`src/rtl/vtrd_pkg.sv`:
```
// vtrd_pkg: shared widths, codes, controller/datapath handshake structs and
// the digit-to-ASCII function for the radix digit converter.
// No dependencies.
package vtrd_pkg;

  // Fixed-point format of the value and the fraction precision limit
  localparam int INT_BITS        = 32;
  localparam int FRAC_BITS       = 32;
  localparam int MAX_FRAC_DIGITS = 30;

  // Port widths
  localparam int PORT_W     = 32;
  localparam int RADIX_W    = 6;
  localparam int PREC_W     = 5;
  localparam int CHAR_W     = 7;
  localparam int CFG_DATA_W = 6;
  localparam int CFG_IDX_W  = 1;

  // Digit stack: radix two gives one digit per integer bit
  localparam int STACK_DEPTH = INT_BITS;
  localparam int PTR_W       = $clog2(STACK_DEPTH);
  localparam int DEPTH_W     = $clog2(STACK_DEPTH + 1);
  localparam int DCNT_W      = $clog2(INT_BITS);
  localparam int FCNT_W      = $clog2(MAX_FRAC_DIGITS + 1);
  localparam int PROD_W      = FRAC_BITS + RADIX_W;

  localparam logic [RADIX_W-1:0] RADIX_MIN   = RADIX_W'(2);
  localparam logic [RADIX_W-1:0] RADIX_MAX   = RADIX_W'(36);
  localparam logic [RADIX_W-1:0] RADIX_RESET = RADIX_W'(10);
  localparam logic [PREC_W-1:0]  PREC_RESET  = PREC_W'(10);
  localparam logic [PREC_W-1:0]  PREC_MAX    = PREC_W'(MAX_FRAC_DIGITS);

  localparam logic [CHAR_W-1:0] CHAR_ZERO = 7'h30;
  localparam logic [CHAR_W-1:0] CHAR_A    = 7'h41;
  localparam logic [CHAR_W-1:0] CHAR_DOT  = 7'h2E;

  typedef enum logic [CFG_IDX_W-1:0] {
    CFG_RADIX       = 1'b0,
    CFG_FRAC_DIGITS = 1'b1
  } cfg_idx_t;

  typedef enum logic [2:0] {
    ST_IDLE,
    ST_DIV,
    ST_PUSH,
    ST_POP,
    ST_DOT,
    ST_FRAC
  } state_t;

  // Controller to datapath
  typedef struct packed {
    logic load;
    logic div_step;
    logic push;
    logic pop;
    logic dot;
    logic frac_step;
    logic last;
  } cmd_t;

  // Datapath to controller
  typedef struct packed {
    logic in_int_zero;
    logic div_done;
    logic quot_zero;
    logic depth_one;
    logic frac_zero;
    logic frac_next_zero;
    logic frac_cnt_last;
    logic prec_zero;
  } stat_t;

  function automatic logic [CHAR_W-1:0] digit_char(input logic [RADIX_W-1:0] v);
    logic [CHAR_W-1:0] ext;
    ext = CHAR_W'(v);
    if (v < RADIX_W'(10)) begin
      return CHAR_ZERO + ext;
    end else begin
      return CHAR_A + ext - CHAR_W'(10);
    end
  endfunction

endpackage

```
`src/rtl/vtrd_ctrl.sv`:
```
// vtrd_ctrl: sequencer for the radix digit converter. Walks the divide,
// push, pop, point and fraction phases and issues datapath commands.
// Depends on vtrd_pkg.
module vtrd_ctrl (
  input  logic            clk,
  input  logic            rst,
  input  logic            start,
  input  vtrd_pkg::stat_t stat,
  output vtrd_pkg::cmd_t  cmd,
  output logic            busy
);

  vtrd_pkg::state_t state, state_next;

  always_ff @(posedge clk) begin
    if (rst) begin
      state <= vtrd_pkg::ST_IDLE;
    end else begin
      state <= state_next;
    end
  end

  always_comb begin
    state_next = state;
    cmd        = '0;
    busy       = (state != vtrd_pkg::ST_IDLE);
    unique case (state)
      vtrd_pkg::ST_IDLE: begin
        if (start) begin
          cmd.load   = 1'b1;
          state_next = stat.in_int_zero ? vtrd_pkg::ST_POP : vtrd_pkg::ST_DIV;
        end
      end
      vtrd_pkg::ST_DIV: begin
        cmd.div_step = 1'b1;
        if (stat.div_done) begin
          state_next = vtrd_pkg::ST_PUSH;
        end
      end
      vtrd_pkg::ST_PUSH: begin
        cmd.push   = 1'b1;
        state_next = stat.quot_zero ? vtrd_pkg::ST_POP : vtrd_pkg::ST_DIV;
      end
      vtrd_pkg::ST_POP: begin
        cmd.pop  = 1'b1;
        cmd.last = stat.depth_one && stat.frac_zero;
        if (stat.depth_one) begin
          state_next = stat.frac_zero ? vtrd_pkg::ST_IDLE : vtrd_pkg::ST_DOT;
        end
      end
      vtrd_pkg::ST_DOT: begin
        cmd.dot    = 1'b1;
        cmd.last   = stat.prec_zero;
        state_next = stat.prec_zero ? vtrd_pkg::ST_IDLE : vtrd_pkg::ST_FRAC;
      end
      vtrd_pkg::ST_FRAC: begin
        cmd.frac_step = 1'b1;
        cmd.last      = stat.frac_next_zero || stat.frac_cnt_last;
        if (cmd.last) begin
          state_next = vtrd_pkg::ST_IDLE;
        end
      end
      default: begin
        state_next = vtrd_pkg::ST_IDLE;
      end
    endcase
  end

endmodule

```
`src/rtl/vtrd_dpath.sv`:
```
// vtrd_dpath: datapath of the radix digit converter: config registers,
// bit-serial divider, digit stack, fraction multiplier and output register.
// Depends on vtrd_pkg.
module vtrd_dpath (
  input  logic                                clk,
  input  logic                                rst,
  input  logic                                cfg_we,
  input  logic [vtrd_pkg::CFG_IDX_W-1:0]      cfg_index,
  input  logic [vtrd_pkg::CFG_DATA_W-1:0]     cfg_data,
  input  logic [vtrd_pkg::PORT_W-1:0]         int_part,
  input  logic [vtrd_pkg::PORT_W-1:0]         frac_part,
  input  vtrd_pkg::cmd_t                      cmd,
  output vtrd_pkg::stat_t                     stat,
  output logic                                strobe,
  output logic [vtrd_pkg::CHAR_W-1:0]         char_code,
  output logic                                last
);

  logic [vtrd_pkg::RADIX_W-1:0]   radix_cfg;
  logic [vtrd_pkg::PREC_W-1:0]    prec_cfg;
  logic [vtrd_pkg::RADIX_W-1:0]   radix_eff;
  logic [vtrd_pkg::PREC_W-1:0]    prec_eff;
  logic [vtrd_pkg::RADIX_W-1:0]   radix_r;
  logic [vtrd_pkg::PREC_W-1:0]    prec_r;
  logic [vtrd_pkg::INT_BITS-1:0]  quot;
  logic [vtrd_pkg::RADIX_W-1:0]   rem;
  logic [vtrd_pkg::DCNT_W-1:0]    dcnt;
  logic [vtrd_pkg::FRAC_BITS-1:0] frac;
  logic [vtrd_pkg::FCNT_W-1:0]    fcnt;
  logic [vtrd_pkg::DEPTH_W-1:0]   depth;
  logic [vtrd_pkg::RADIX_W-1:0]   stack [vtrd_pkg::STACK_DEPTH];

  logic [vtrd_pkg::INT_BITS-1:0]  int_in;
  logic [vtrd_pkg::FRAC_BITS-1:0] frac_in;
  logic [vtrd_pkg::RADIX_W:0]     trial;
  logic                           trial_ge;
  logic [vtrd_pkg::PROD_W-1:0]    prod;
  logic [vtrd_pkg::RADIX_W-1:0]   frac_digit;
  logic [vtrd_pkg::FRAC_BITS-1:0] frac_next;
  logic [vtrd_pkg::DEPTH_W-1:0]   top_idx;
  logic [vtrd_pkg::RADIX_W-1:0]   top_digit;
  logic [vtrd_pkg::CHAR_W-1:0]    char_next;

  // Drop bits above the configured fixed-point widths
  assign int_in  = int_part[vtrd_pkg::INT_BITS-1:0];
  assign frac_in = frac_part[vtrd_pkg::FRAC_BITS-1:0];

  // Saturate the configuration into its legal range
  always_comb begin
    priority if (radix_cfg < vtrd_pkg::RADIX_MIN) begin
      radix_eff = vtrd_pkg::RADIX_MIN;
    end else if (radix_cfg > vtrd_pkg::RADIX_MAX) begin
      radix_eff = vtrd_pkg::RADIX_MAX;
    end else begin
      radix_eff = radix_cfg;
    end
    prec_eff = (prec_cfg > vtrd_pkg::PREC_MAX) ? vtrd_pkg::PREC_MAX : prec_cfg;
  end

  always_ff @(posedge clk) begin
    if (rst) begin
      radix_cfg <= vtrd_pkg::RADIX_RESET;
      prec_cfg  <= vtrd_pkg::PREC_RESET;
    end else if (cfg_we) begin
      unique case (vtrd_pkg::cfg_idx_t'(cfg_index))
        vtrd_pkg::CFG_RADIX:       radix_cfg <= cfg_data[vtrd_pkg::RADIX_W-1:0];
        vtrd_pkg::CFG_FRAC_DIGITS: prec_cfg  <= cfg_data[vtrd_pkg::PREC_W-1:0];
        default: ;
      endcase
    end
  end

  // Restoring division, one quotient bit per cycle
  assign trial    = {rem, quot[vtrd_pkg::INT_BITS-1]};
  assign trial_ge = (trial >= {1'b0, radix_r});

  // Fraction step: exact product, integer bits are the digit
  assign prod       = vtrd_pkg::PROD_W'(frac) * vtrd_pkg::PROD_W'(radix_r);
  assign frac_digit = prod[vtrd_pkg::PROD_W-1 -: vtrd_pkg::RADIX_W];
  assign frac_next  = prod[vtrd_pkg::FRAC_BITS-1:0];

  assign top_idx   = depth - vtrd_pkg::DEPTH_W'(1);
  assign top_digit = stack[top_idx[vtrd_pkg::PTR_W-1:0]];

  always_ff @(posedge clk) begin
    if (cmd.load) begin
      radix_r <= radix_eff;
      prec_r  <= prec_eff;
      quot    <= int_in;
      frac    <= frac_in;
      rem     <= '0;
      dcnt    <= '0;
      depth   <= (int_in == '0) ? vtrd_pkg::DEPTH_W'(1) : '0;
    end else if (cmd.div_step) begin
      quot <= {quot[vtrd_pkg::INT_BITS-2:0], trial_ge};
      rem  <= trial_ge ? vtrd_pkg::RADIX_W'(trial - {1'b0, radix_r})
                       : trial[vtrd_pkg::RADIX_W-1:0];
      dcnt <= dcnt + vtrd_pkg::DCNT_W'(1);
    end else if (cmd.push) begin
      depth <= depth + vtrd_pkg::DEPTH_W'(1);
      rem   <= '0;
      dcnt  <= '0;
    end else if (cmd.pop) begin
      depth <= top_idx;
    end else if (cmd.dot) begin
      fcnt <= '0;
    end else if (cmd.frac_step) begin
      frac <= frac_next;
      fcnt <= fcnt + vtrd_pkg::FCNT_W'(1);
    end
  end

  always_ff @(posedge clk) begin
    if (cmd.load && (int_in == '0)) begin
      stack[0] <= '0;
    end else if (cmd.push) begin
      stack[depth[vtrd_pkg::PTR_W-1:0]] <= rem;
    end
  end

  always_comb begin
    stat.in_int_zero    = (int_in == '0);
    stat.div_done       = (dcnt == vtrd_pkg::DCNT_W'(vtrd_pkg::INT_BITS - 1));
    stat.quot_zero      = (quot == '0);
    stat.depth_one      = (depth == vtrd_pkg::DEPTH_W'(1));
    stat.frac_zero      = (frac == '0);
    stat.frac_next_zero = (frac_next == '0);
    stat.frac_cnt_last  = (vtrd_pkg::PREC_W'(fcnt + vtrd_pkg::FCNT_W'(1)) == prec_r);
    stat.prec_zero      = (prec_r == '0);
  end

  always_comb begin
    priority if (cmd.dot) begin
      char_next = vtrd_pkg::CHAR_DOT;
    end else if (cmd.frac_step) begin
      char_next = vtrd_pkg::digit_char(frac_digit);
    end else begin
      char_next = vtrd_pkg::digit_char(top_digit);
    end
  end

  // Output register: one transfer per emitted character
  always_ff @(posedge clk) begin
    if (rst) begin
      strobe <= 1'b0;
    end else begin
      strobe <= cmd.pop || cmd.dot || cmd.frac_step;
    end
  end

  always_ff @(posedge clk) begin
    char_code <= char_next;
    last      <= cmd.last;
  end

endmodule

```
`src/rtl/value_to_radix_digits_unit.sv`:
```
// value_to_radix_digits_unit: converts a Q32.32 value into its ASCII digit string.
// Each integer digit comes out of the bit-serial divider and is pushed onto the digit
// stack (a zero integer part skips the divider); characters then come out one per cycle:
// the integer digits popped from the stack, then the point and the fraction digits.
// One value at a time; busy is high until the last character is issued.
// Synchronous reset returns to idle with radix 10 and 10 fraction digits.
module value_to_radix_digits_unit (
  input  logic                            clk,
  input  logic                            rst,
  input  logic                            start,
  output logic                            busy,
  input  logic [vtrd_pkg::PORT_W-1:0]     int_part,
  input  logic [vtrd_pkg::PORT_W-1:0]     frac_part,
  input  logic                            cfg_we,
  input  logic [vtrd_pkg::CFG_IDX_W-1:0]  cfg_index,
  input  logic [vtrd_pkg::CFG_DATA_W-1:0] cfg_data,
  output logic                            strobe,
  output logic [vtrd_pkg::CHAR_W-1:0]     char_code,
  output logic                            last
);

  vtrd_pkg::cmd_t  cmd;
  vtrd_pkg::stat_t stat;

  vtrd_ctrl u_ctrl (
    .clk   (clk),
    .rst   (rst),
    .start (start),
    .stat  (stat),
    .cmd   (cmd),
    .busy  (busy)
  );

  vtrd_dpath u_dpath (
    .clk       (clk),
    .rst       (rst),
    .cfg_we    (cfg_we),
    .cfg_index (cfg_index),
    .cfg_data  (cfg_data),
    .int_part  (int_part),
    .frac_part (frac_part),
    .cmd       (cmd),
    .stat      (stat),
    .strobe    (strobe),
    .char_code (char_code),
    .last      (last)
  );

endmodule

```
`config.mk`:
```
export PLATFORM = sky130hd
export DESIGN_NAME = value_to_radix_digits_unit
export DESIGN_NICKNAME = d
export VERILOG_FILES = /design/src/rtl/vtrd_pkg.sv /design/src/rtl/vtrd_ctrl.sv /design/src/rtl/vtrd_dpath.sv /design/src/rtl/value_to_radix_digits_unit.sv
export SDC_FILE = /design/constraint.sdc
export NUM_CORES = 1
export LEC_CHECK = 0
export BUFFER_PORTS_ARGS = -buffer_cell sky130_fd_sc_hd__buf_2
export CAP_MARGIN = 0
export CORE_ASPECT_RATIO = 1.4
export CORE_MARGIN = 5
export CORE_UTILIZATION = 63
export CTS_CLUSTER_DIAMETER = 30
export DETAILED_ROUTE_END_ITERATION = 7
export PLACE_DENSITY = 0.81
export SETUP_SLACK_MARGIN = 0.1
export SYNTH_ARGS = -nofsm -noshare
export SYNTH_HDL_FRONTEND = slang
export SYNTH_SLANG_ARGS = --single-unit
```
`constraint.sdc`:
```
create_clock -name clk -period 7.34 [get_ports clk]
set_clock_uncertainty 0.2 [all_clocks]
set_input_delay 1.468 -clock clk [delete_from_list [all_inputs] [get_ports clk]]
set_output_delay 1.468 -clock clk [all_outputs]
set_load 0.05 [all_outputs]
```
* Word-level counts from Yosys, hierarchy flattened
Memory sizes are Yosys's and may differ from the RTL's. Cells that the tools add are included. W data, S select, Z words.
Operators by class: $add $sub $neg 11, multipliers 1, $lt $le $gt $ge 6, equal/unequal tests 16, muxes and demuxes 48, bitwise operators 5, reduce and logical (&&, ||, !) cells 25
Operators by type and width (number):
- $mux W32 | 8
- $logic_not A32 Y1 | 4
- $mux W6 | 9
- $mul A32 B6 Y38 | 1
- $mux W7 | 3
- $mux W5 | 4
- $mux W3 | 6
- $pmux W3 S6 | 1
- $add A6 B6 Y7 const A | 2
- $add A7 B6 Y7 const A | 2
- $mux W1 | 14
- $sub A7 B4 Y7 const B | 2
- $lt A6 B4 Y1 const B | 2
- $ne A2 B1 Y1 const B | 6
- $add A5 B1 Y5 const B | 2
- $reduce_and A5 Y1 | 2
- $reduce_bool A2 Y1 | 4
- $ge A7 B6 Y1 | 1
- $add A6 B1 Y6 const B | 1
- $eq A3 B2 Y1 const B | 2
- $eq A3 B3 Y1 const B | 2
- $eq A6 B1 Y1 const B | 1
- $gt A6 B6 Y1 const B | 1
- $lt A6 B2 Y1 const B | 1
- 19 further kinds | 31
Word-level totals: flip-flop bits (word level) 120, memory bits (writable) 192, bits of input ports 75, output and inout port bits 10, word-level logic and storage cells 128, memories kept 1
Memory list:
- u_dpath.stack | depth 32, bits a word 6, rd ports 1, clocked after memory_dff 0, write ports 1, line vtrd_dpath.sv:31 | logic [vtrd_pkg::RADIX_W-1:0] stack [vtrd_pkg::STACK_DEPTH];

* Logic depth before layout (Yosys ltp)
Gate-level depths: netlist of the first run.
depth in word-level cells 8, depth in mapped cells 21, mapped depth without buffers 20

* Hierarchy
A second synthesis of the first run with hierarchy kept.
Unflattened totals: cells, all modules 1751, area, all modules 20271.9 µm²
By module, submodules not included:
- vtrd_dpath | times used 1, cells an instance 1711, area each 19960.4 µm², sequential area each 8968.6 µm²
- vtrd_ctrl | times used 1, cells an instance 40, area each 311.5 µm², sequential area each 60.1 µm²

* Worst setup path before layout of the first run
No wires, ideal clock.
path kind register to register, start point reg u_dpath.radix_r[0] in the netlist's numbering, end point reg u_dpath.char_code[3] in the netlist's numbering, library setup time 122 ps, arrival time 5093 ps, data required time 7018 ps, slack 1925 ps, cell stages (with the launch flop) 22, buffers on the path 3, clock period less this slack 5415 ps, cell sequence edfxtp_1 -> clkbuf_1 -> and2_1 -> fa_1 -> fa_1 -> inv_1 -> fa_1 -> inv_1 -> ha_1 -> buf_6 -> a2111oi_4 -> o21ai_2 -> a221oi_4 -> o221ai_2 -> a31oi_4 -> nand4b_1 -> o211a_1 -> ha_1 -> buf_2 -> and3_1 -> a31o_1 -> o32a_1
On the way: longest elaborated chain between the ends 5, elaborated cells on any way between the ends 7, those cells by class add/sub: 3; mul: 1; order compare: 1; mux: 2
RTL lines:
- start, declared | line vtrd_dpath.sv:23 | logic [vtrd_pkg::RADIX_W-1:0] radix_r;
- start signal, assigned | line vtrd_dpath.sv:87 | radix_r <= radix_eff;
- $mul A32 B6 Y38 (*) | line vtrd_dpath.sv:78 | assign prod = vtrd_pkg::PROD_W'(frac) * vtrd_pkg::PROD_W'(radix_r);
- $add A7 B6 Y7 | line vtrd_pkg.sv:80 | return CHAR_A + ext - CHAR_W'(10);
- $sub A7 B4 Y7 | line vtrd_pkg.sv:80
- $mux W7 (*) | line vtrd_pkg.sv:77 | if (v < RADIX_W'(10)) begin
- $mux W7 (*) | line vtrd_dpath.sv:135 | end else if (cmd.frac_step) begin
- end signal, assigned | line vtrd_dpath.sv:152 | char_code <= char_next;
- end, declared | line vtrd_dpath.sv:15 | output logic [vtrd_pkg::CHAR_W-1:0] char_code,
Every way passes the cells marked *; elsewhere a longest branch is shown, timed or not. A chain may end at the register's enable or synchronous reset.

* Worst setup path after layout of the first run
start point reg u_dpath.radix_r[2] in the netlist's numbering, end point reg u_dpath.char_code[5] in the netlist's numbering
The elaborated chain is that of the path after synthesis.

==> results of run 1 <==
==> flip-flops by register name, summed over array words and instances, names as in the netlist <==
register and cells:
u_dpath.frac 32, u_dpath.char_code 7, u_dpath.fcnt 5, u_dpath.radix_r 6, u_dpath.prec_r 5, u_dpath.last 1
u_dpath.rem 6, u_dpath.strobe 1, u_dpath.prec_cfg 5, u_dpath.depth 6, u_dpath.quot 32, u_dpath.dcnt 5
u_dpath.radix_cfg 6, u_ctrl.state 3, u_dpath.stack 192
==> worst register-to-register path, delay by kind of cell, from the launching register on <==
family	cells	cell delay, ns
compound gates	6	1.69
fa+ha+maj	5	2.14
buf+inv	3	0.45
flops	1	0.85
mux	1	0.23
simple gates	4	0.84
==> worst min-delay path by stage <==
stage,start,to,slack [ns],cells after the start
floorplan,u_dpath.dcnt[3],u_dpath.dcnt[3],0.22,1
global placement,u_dpath.dcnt[3],u_dpath.dcnt[3],0.23,1
detailed placement,u_dpath.dcnt[3],u_dpath.dcnt[3],0.25,1
CTS,u_dpath.dcnt[3],u_dpath.dcnt[3],0.25,1
global route,u_dpath.dcnt[3],u_dpath.dcnt[3],0.27,1
finish,u_dpath.dcnt[3],u_dpath.dcnt[3],0.26,1
==> metal layers <==
metal | vias to the layer above | share of wire
li1 | 6459 | -
met1 | 7224 | 0.34
met2 | 694 | 0.53
met3 | 225 | 0.059
met4 | 0 | 0.076
met5 | - | 0
==> metrics by stage <==
step | setup slack [ns] | utilization | hold slack [ns] | cell area, sq um
after floorplan | 1.925 | - | 0.2153 | 20070
after global placement | 0.9482 | 0.6596 | 0.2341 | 20780
after detailed placement | 0.9346 | 0.6596 | 0.2456 | 20780
after CTS | 0.8889 | 0.7138 | 0.2540 | 22490
after global routing | 0.5325 | 0.7138 | 0.2651 | 22490
final | 0.7900 | 0.7138 | 0.2580 | 22490
==> cell families (layout without fill, tap and decap cells) <==
kind of cell             Yosys count  count (layout)  synth area share
XOR/XNOR                          53              53           0.02350
AND/OR/NAND/NOR                  730             730            0.1788
adder cells (fa/ha/maj)          187             187            0.1621
multiplexers                      62              62           0.06097
buffers and inverters            251             362           0.05030
AO/OA/AOI/OAI                    225             225           0.07456
flip-flops                       312             312            0.4498
==> area by class of cell <==
type	count	area (sq um)
Multi-Input combinational cell	1257	10050
Tap cell	395	494.2
Sequential cell	312	9029
Fill cell	2097	9015
Clock buffer	50	1219
Clock inverter	37	491.7
Inverter	172	646.9
Timing Repair Buffer	103	563.0
==> cells in the final DEF, fill, tap and decap left out, types with 33 or more instances in the layout <==
cell / count
buf_2: 84
o21ai_0: 65
nor2_1: 113
inv_1: 170
dfxtp_1: 34
nand2_1: 282
a21oi_1: 60
nand3_1: 33
edfxtp_1: 278
ha_1: 63
and2_1: 157
mux4_2: 48
fa_1: 122
clkbuf_16: 48
==> results by group, run 1 <==
Yosys
  • Synth top area cells: edfxtp_1, fa_1, mux4_2, nand2_1, and2_1
  • Sequential area share after synthesis: 0.4498
  • Most common cell in the netlist: nand2_1
  • Asr flop ratio synth: 0
  • #FFs+latches synth: around 310
  • Post-synth top cells: nand2_1, edfxtp_1, inv_1, and2_1, fa_1
  • Ys flop type: edfxtp_1
  • Mapped Cells: around 1800
  • Post-Syn Nets: approximately 2100
  • Yosys top cell by area: edfxtp_1
  • Netlist Area Pre-Place: 0.02007 sq mm
  • Syn Area/Cell: 11.03 sq um
  • Yosys cell types: 91
  • Syn. warnings: 0
  • EDFF count, synth: 278
  • Yosys top cell area share: 0.4159

Timing
  • Hold Violations, Final: 0
  • Fmax: 0.1527 GHz
  • Setup TNS: 0 ns
  • Measured slew at the worst slew-check pin: roughly 1.3 ns
  • Final period util: 0.8924
  • Rel. slew slack: 0.1184
  • Final Setup Violations: 0
  • RSZ-0062 raised after global routing: false
  • Post-layout min period: 6.550 ns
  • Pins over their slew limit: 0

Die
  • Total die area: 0.03558 sq mm
  • I/O pins: 85
  • DIE HEIGHT: 221.2 um
  • Core ar.: 0.03150 sq mm
  • Starting Density: 0.6371
  • # rows: 77
  • Die W: approximately 160 um

Global route
  • Largest net degree at the start of global routing: 67
  • First-pass GRT wire length: 82950 um
  • Met3 usage in global routing: 0.04617
  • GRT busiest layer: met2
  • Global route overflow: 0
  • GR Layer Usage met2: 0.5309
  • Met1 global-route usage: 0.3283
  • Initial antenna violation count: 0
  • Vias in the first global route: 15290
  • Overall Global Routing Usage: 0.2977

Critical path
  • Cell count along the critical path: 19
  • Slowest cell delay on critical path: ~0.85 ns
  • CP startpoint: u_dpath.radix_r[2]
  • Slowest CP cell: edfxtp_1
  • WP buf/inv: 3
  • Startpoint types: flop
  • CP max FO: 22
  • Worst setup EP type: flop
  • R2R cell count: 19
  • Most Frequent Cell on Critical Path: fa_1
  • Worst reg2reg path startpoint: u_dpath.radix_r[2]
  • Worst setup path class: reg -> reg
  • Flop2flop setup slack: 0.79 ns
  • Critical path arrival: between 6 and 7 ns
  • Family with the most delay on the worst path: adder cells
  • Worst Path Required: between 7 and 8 ns
  • CP Cell Sequence: buf_4 -> and2_1 -> fa_1 -> fa_1 -> inv_1 -> fa_1 -> inv_1 -> ha_1 -> nand4_1 -> nor3_1 -> o21ai_0 -> a31oi_1 -> mux2i_1 -> o2111a_1 -> ha_1 -> nand2_1 -> o21a_1 -> o31ai_1 -> a31oi_1
  • Crit path capture: u_dpath.char_code[5]
  • R2r endpoint: u_dpath.char_code[5]

CTS
  • H-tree levels: 2
  • Post-CTS Setup Inserts: 0
  • Worst-skew pair later-pin latency: approximately 0.57 ns
  • CTS tree: done
  • Root Buffer: clkbuf_16
  • CTS Hold Bufs: 0
  • Clk slew on worst S/H paths: approximately 0.060 ns
  • CTS buffer count: 47
  • Clock Tree Buf Depth: 3
  • Num Clock Sinks: 312
  • CTS resizes: 0

Drt
  • DR vias/cell: 6.278
  • Vias: 14600
  • Wire per inst: 22.80 um
  • Drt first-iter violations: 1268
  • Final ANT Viol Nets: 0
  • First drt pass iteration count: 5
  • DR DRC count: 0
  • Final WL: 53030 um

Placement
  • IO buf count: 84
  • Placed cell count: between 2000 and 2500
  • DP Wirelength: 37650 um
  • Gp weighted congestion: roughly 0.99

Final layout
  • Nets: between 2000 and 2500
  • Post-Layout Cell Count: roughly 2300
  • Layout cells sized above 1: 0.1414
  • Diode count: 0
  • Area grow syn2layout: 12.04%

Min path
  • Hold Crit Class: reg -> reg

Outcome
  • Status: complete, no violations

Job
  • Max-cap violations: 0
Power of run 1 is not shown: default switching activity piles up to over one toggle a cycle in this logic, so the estimate is an artifact.
==> inputs of run 2 (changes only) <==
--- a/config.mk
+++ b/config.mk
@@ -7,12 +7,10 @@
 export LEC_CHECK = 0
 export BUFFER_PORTS_ARGS = -buffer_cell sky130_fd_sc_hd__buf_2
 export CAP_MARGIN = 0
-export CORE_ASPECT_RATIO = 1.4
 export CORE_MARGIN = 5
-export CORE_UTILIZATION = 63
+export CORE_UTILIZATION = 30
 export CTS_CLUSTER_DIAMETER = 30
 export DETAILED_ROUTE_END_ITERATION = 7
-export PLACE_DENSITY = 0.81
 export SETUP_SLACK_MARGIN = 0.1
 export SYNTH_ARGS = -nofsm -noshare
 export SYNTH_HDL_FRONTEND = slang
==> constraint.sdc (replaced) <==
create_clock -name clk -period 7.34 [get_ports clk]
set_clock_uncertainty 0.2 [all_clocks]
set_input_delay 1.468 -clock clk [delete_from_list [all_inputs] [get_ports clk]]
set_output_delay 1.468 -clock clk [all_outputs]
set_load 0.005 [all_outputs]
==> results by group, run 2 (synthesis gave the netlist of run 1 again) <==
Die
  • Core ar.: 0.06610 sq mm (was 0.03150 sq mm)
  • Starting Density: 0.3037 (was 0.6371)
  • DIE HEIGHT: 268.7 um (was 221.2 um)
  • Total die area: 0.07218 sq mm (was 0.03558 sq mm)
  • Die W: 268.7 um (was 160.9 um)
  • I/O pins: 85 (unchanged)
  • # rows: 94 (was 77)

Placement
  • DP Wirelength: 38080 um (was 37650 um)
  • IO buf count: 84 (unchanged)
  • Gp weighted congestion: 0.9032 (was 0.9900)

Drt
  • DR DRC count: 0 (unchanged)
  • Vias: 14200 (was 14600)
  • Final WL: 51880 um (was 53030 um)
  • Wire per inst: 18.28 um (was 22.80 um)
  • DR vias/cell: 5.000 (was 6.278)
  • Drt first-iter violations: 1078 (was 1268)
  • Final ANT Viol Nets: 0 (unchanged)
  • First drt pass iteration count: 6 (was 5)

Timing
  • Hold Violations, Final: 0 (unchanged)
  • Final Setup Violations: 0 (unchanged)
  • Pins over their slew limit: 0 (unchanged)
  • RSZ-0062 raised after global routing: false (unchanged)
  • Setup TNS: 0 ns (unchanged)
  • Post-layout min period: 6.459 ns (was 6.550 ns)
  • Rel. slew slack: 0.1766 (was 0.1184)
  • Final period util: 0.8799 (was 0.8924)
  • Measured slew at the worst slew-check pin: 1.235 ns (was 1.321 ns)
  • Fmax: 0.1548 GHz (was 0.1527 GHz)

Final layout
  • Diode count: 0 (unchanged)
  • Nets: 2179 (was 2154)
  • Most common cell after layout, fill and taps aside: nand2_1 (unchanged)
  • Core Util, Final: 0.3584 (was 0.7138)
  • Fillers: 6517 (was 2097)
  • Largest register FFs: 192 (unchanged)
  • Area grow syn2layout: 18.01% (was 12.04%)
  • Layout cells sized above 1: 0.1499 (was 0.1414)
  • Most frequent cells in the layout: nand2_1, edfxtp_1, inv_1 (unchanged)
  • Top Registers: u_dpath.stack x192, u_dpath.frac x32, u_dpath.quot x32 (unchanged)
  • Most flops, register: u_dpath.stack (unchanged)

CTS
  • CTS tree: done (unchanged)
  • Worst-skew pair later-pin latency: 0.61 ns (was 0.57 ns)
  • H-tree levels: 3 (was 2)
  • Root Buffer: clkbuf_16 (unchanged)
  • CTS Hold Bufs: 0 (unchanged)
  • CTS buffer count: 71 (was 47)
  • Clk slew on worst S/H paths: 0.04 ns (was 0.06 ns)
  • Post-CTS Setup Inserts: 0 (unchanged)
  • Num Clock Sinks: 312 (unchanged)
  • CTS resizes: 0 (unchanged)
  • Clock Tree Buf Depth: 3 (unchanged)

Global route
  • Vias in the first global route: 14610 (was 15290)
  • Met1 global-route usage: 0.1851 (was 0.3283)
  • Overall Global Routing Usage: 0.1417 (was 0.2977)
  • Initial antenna violation count: 1 (was 0)
  • GR Layer Usage met2: 0.2322 (was 0.5309)
  • Largest net degree at the start of global routing: 62 (was 67)
  • Global route overflow: 0 (unchanged)
  • GRT busiest layer: met2 (unchanged)
  • Met3 usage in global routing: 0.03769 (was 0.04617)
  • First-pass GRT wire length: 80800 um (was 82950 um)

Critical path
  • Startpoint types: flop (unchanged)
  • Critical path arrival: 6.72 ns (was 6.75 ns)
  • Worst Path Required: 7.60 ns (was 7.54 ns)
  • Flop2flop setup slack: 0.88 ns (was 0.79 ns)
  • Worst setup EP type: flop (unchanged)
  • Worst setup path class: reg -> reg (unchanged)
  • CP max FO: 17 (was 22)

Min path
  • Hold Crit Class: reg -> reg (unchanged)

Job
  • Max-cap violations: 0 (unchanged)

Outcome
  • Status: complete, no violations (unchanged)
[run 2: changes by cell type in the layout (fill, tap and decap cells not counted), moves of 4 or more]
cell,before,now
clkinv_2,4,8
inv_8,9,0
inv_6,5,11
clkbuf_16,48,72
clkbuf_1,1,10
clkinv_1,1,13
[run 2: metrics by stage]
step	cells	hold slack [ns]	worst slack, ns	cell area (sq um)
floorplan	1820	0.2153	1.925	20070
global placement	2709	0.2312	1.064	21370
detailed placement	2709	0.2402	0.9234	21370
CTS	2839	0.2477	0.8997	23690
global route	2839	0.2871	0.5258	23690
finish	2839	0.2433	0.8813	23690
[run 2: worst paths after layout]
check,start,to,cells past startpoint
worst min-delay path,u_dpath.dcnt[3],u_dpath.dcnt[3],1
worst min register to register,u_dpath.dcnt[3],u_dpath.dcnt[3],1
worst max register to register,u_dpath.radix_r[0],u_dpath.char_code[5],19
worst max-delay path,u_dpath.radix_r[0],u_dpath.char_code[5],19
[run 2: final cells by class]
class	count	area, sq um	area share
repair buffers	104	570.5	0.02409
multi-input cells	1257	10040	0.4239
flip-flops and latches	312	9029	0.3812
clock inverters	48	479.2	0.02023
clock buffers	82	1839	0.07765
inverters	172	646.9	0.02731
well taps	864	1081	0.04564
[run 2: critical path, cell delays in order, from the launching register on]
cell,delay [ns]
edfxtp_1,0.65
buf_4,0.29
and2_1,0.17
fa_1,0.55
fa_1,0.57
inv_1,0.05
fa_1,0.49
inv_1,0.04
ha_1,0.39
a21oi_1,0.28
o21ai_0,0.16
a211oi_1,0.63
a31oi_1,0.29
mux2i_1,0.23
o2111a_1,0.32
ha_1,0.25
nand2_1,0.14
o21a_1,0.24
o31ai_1,0.29
a31oi_1,0.12
[run 2: metal layers]
| layer | share of wire | vias to the layer above |
|---|---|---|
| li1 | - | 6535 |
| met1 | 0.43 | 7101 |
| met2 | 0.48 | 464 |
| met3 | 0.071 | 96 |
| met4 | 0.025 | 0 |
| met5 | 0 | - |
Power of run 2 is left out for the same reason.
==> inputs of run 3 (changes only) <==
==> constraint.sdc (replaced) <==
create_clock -name clk -period 7 [get_ports clk]
set_clock_uncertainty 0.2 [all_clocks]
set_input_delay 1.4 -clock clk [delete_from_list [all_inputs] [get_ports clk]]
set_output_delay 1.4 -clock clk [all_outputs]
set_load 0.005 [all_outputs]
==> results by group, run 3 (synthesis gave the netlist of run 1 again) <==
CTS
  • CTS Hold Bufs: 0 (unchanged)
  • Num Clock Sinks: 312 (unchanged)
  • Clock Tree Buf Depth: 3 (unchanged)
  • CTS buffer count: 74 (was 71)
  • CTS resizes: 0 (unchanged)
  • CTS tree: done (unchanged)
  • Worst-skew pair later-pin latency: 0.60 ns (was 0.61 ns)
  • Root Buffer: clkbuf_16 (unchanged)
  • Post-CTS Setup Inserts: 0 (unchanged)
  • Clk slew on worst S/H paths: 0.04 ns (about the same)
  • H-tree levels: 3 (unchanged)

Timing
  • Pins over their slew limit: 0 (unchanged)
  • Final worst slack: 0.5530 ns (was 0.8813 ns)
  • Measured slew at the worst slew-check pin: 1.274 ns (was 1.235 ns)
  • Final Setup Violations: 0 (unchanged)
  • Setup TNS: 0 ns (unchanged)
  • RSZ-0062 raised after global routing: false (unchanged)
  • Post-layout min period: 6.447 ns (was 6.459 ns)
  • Rel. slew slack: 0.1507 (was 0.1766)
  • Final period util: 0.9210 (was 0.8799)
  • Fmax: 0.1551 GHz (was 0.1548 GHz)
  • Hold Violations, Final: 0 (unchanged)
  • WHS: 0.2653 ns (was 0.2433 ns)

Final layout
  • Post-Layout Cell Count: 2848 (was 2839)
  • Layout cells sized above 1: 0.1553 (was 0.1499)
  • Area grow syn2layout: 19.56% (was 18.01%)
  • Nets: 2182 (was 2179)
  • Fillers: 6528 (was 6517)
  • Most common cell after layout, fill and taps aside: nand2_1 (unchanged)
  • Most frequent cells in the layout: nand2_1, edfxtp_1, inv_1 (unchanged)
  • Multi-input gate area in the final layout: 0.01004 sq mm (unchanged)
  • Top Registers: u_dpath.stack x192, u_dpath.frac x32, u_dpath.quot x32 (unchanged)
  • Sequential Area: 0.009029 sq mm (unchanged)
  • Most flops, register: u_dpath.stack (unchanged)
  • Largest register FFs: 192 (unchanged)

Critical path
  • Worst setup path class: reg -> reg (unchanged)
  • CP startpoint: u_dpath.radix_r[1] (was u_dpath.radix_r[0])
  • CP Cell Sequence: buf_4 -> and2_1 -> fa_1 -> fa_1 -> inv_1 -> fa_1 -> inv_1 -> ha_1 -> a21oi_1 -> o21ai_0 -> a221oi_4 -> o221ai_2 -> a31oi_4 -> nand4b_1 -> o211a_1 -> ha_1 -> a211oi_1 -> xnor2_1 -> o22ai_1 (was buf_4 -> and2_1 -> fa_1 -> fa_1 -> inv_1 -> fa_1 -> inv_1 -> ha_1 -> a21oi_1 -> o21ai_0 -> a211oi_1 -> a31oi_1 -> mux2i_1 -> o2111a_1 -> ha_1 -> nand2_1 -> o21a_1 -> o31ai_1 -> a31oi_1)
  • Critical path arrival: 6.73 ns (was 6.72 ns)
  • Flop2flop setup slack: 0.55 ns (was 0.88 ns)
  • Startpoint types: flop (unchanged)
  • Crit path capture: u_dpath.char_code[4] (was u_dpath.char_code[5])
  • Slowest CP cell: edfxtp_1 (unchanged)
  • Most Frequent Cell on Critical Path: fa_1 (unchanged)
  • Worst reg2reg path startpoint: u_dpath.radix_r[1] (was u_dpath.radix_r[0])
  • R2R cell count: 19 (unchanged)
  • CP max FO: 20 (was 17)
  • Worst setup EP type: flop (unchanged)
  • Worst Path Required: 7.29 ns (was 7.60 ns)
  • Slowest cell delay on critical path: 0.81 ns (was 0.65 ns)
  • R2r endpoint: u_dpath.char_code[4] (was u_dpath.char_code[5])

Die
  • Starting Density: 0.3037 (unchanged)
  • I/O pins: 85 (unchanged)
  • Die W: 268.7 um (unchanged)
  • DIE HEIGHT: 268.7 um (unchanged)
  • # rows: 94 (unchanged)
  • Core ar.: 0.06610 sq mm (unchanged)
  • Total die area: 0.07218 sq mm (unchanged)

Drt
  • Vias: 14280 (was 14200)
  • Final WL: 53280 um (was 51880 um)
  • First drt pass iteration count: 5 (was 6)
  • DR DRC count: 0 (unchanged)
  • Final ANT Viol Nets: 0 (unchanged)
  • Drt first-iter violations: 1053 (was 1078)
  • DR vias/cell: 5.013 (was 5.000)
  • Wire per inst: 18.71 um (was 18.28 um)

Min path
  • Hold Crit Class: reg -> reg (unchanged)

Placement
  • IO buf count: 84 (unchanged)
  • DP Wirelength: 38310 um (was 38080 um)
  • Placed cell count: 2709 (unchanged)
  • Gp weighted congestion: 0.9490 (was 0.9032)
  • Pre-CTS setup slack: 0.6457 ns (was 0.9234 ns)

Job
  • Max-cap violations: 0 (unchanged)

Global route
  • Overall Global Routing Usage: 0.1472 (was 0.1417)
  • Vias in the first global route: 14880 (was 14610)
  • First-pass GRT wire length: 83660 um (was 80800 um)
  • Global route overflow: 0 (unchanged)
  • Largest net degree at the start of global routing: 56 (was 62)
  • Initial antenna violation count: 3 (was 1)

Outcome
  • Status: complete, no violations (unchanged)
run 3: changes by cell type in the layout (fill, tap and decap cells not counted), sizes merged:
cell,delta
clkbuf,+12
bufinv,+5
clkinv,-5
inv,-4
diode,+1
run 3: stage by stage:
stage / utilization / area, sq um
after floorplan: - / 20070
after global placement: 0.3235 / 21380
after detailed placement: 0.3235 / 21380
after CTS: 0.3630 / 23990
after global routing: 0.3630 / 23990
final: 0.3630 / 24000
run 3: final cells by class:
| class | instances | share of cell area |
|---|---|---|
| Sequential cell | 312 | 0.3762 |
| Clock buffer | 94 | 0.08374 |
| Tap cell | 864 | 0.04505 |
| Inverter | 172 | 0.02696 |
| Antenna cell | 1 | 0.0001043 |
| Multi-Input combinational cell | 1257 | 0.4184 |
| Timing Repair Buffer | 104 | 0.02430 |
| Clock inverter | 44 | 0.02518 |
run 3: how the worst min path moves through the flow:
| stage | to | cells past startpoint | start | slack [ns] |
|---|---|---|---|---|
| floorplan | u_dpath.dcnt[3] | 1 | u_dpath.dcnt[3] | 0.22 |
| global placement | u_dpath.dcnt[3] | 1 | u_dpath.dcnt[3] | 0.23 |
| detailed placement | u_dpath.prec_r[2] | 0 | u_dpath.prec_cfg[2] | 0.25 |
| CTS | u_dpath.dcnt[3] | 1 | u_dpath.dcnt[3] | 0.26 |
| global route | u_dpath.prec_r[2] | 0 | u_dpath.prec_cfg[2] | 0.28 |
| finish | u_dpath.prec_cfg[0] | 2 | u_dpath.prec_cfg[0] | 0.27 |
run 3: per-layer routing:
metal	GRT usage	routed length (um)	up-vias	part of all wire
met3	0.03121	3605	114	0.068
met1	0.1994	22870	7158	0.43
met5	0	0	-	0
li1	-	-	6548	-
met2	0.2352	25090	458	0.47
met4	0.05275	1710	0	0.032
run 3: critical path, delay by kind of cell (launching register included):
kind,cells,cell delay (ns)
AOI/OAI and AO/OA,8,2.28
xor gates and xnor gates,1,0.13
adders and majority gates,5,2.16
buffers and inverters,3,0.44
DFF,1,0.81
and+or+nand+nor,2,0.32
Power of run 3 is left out for the same reason.
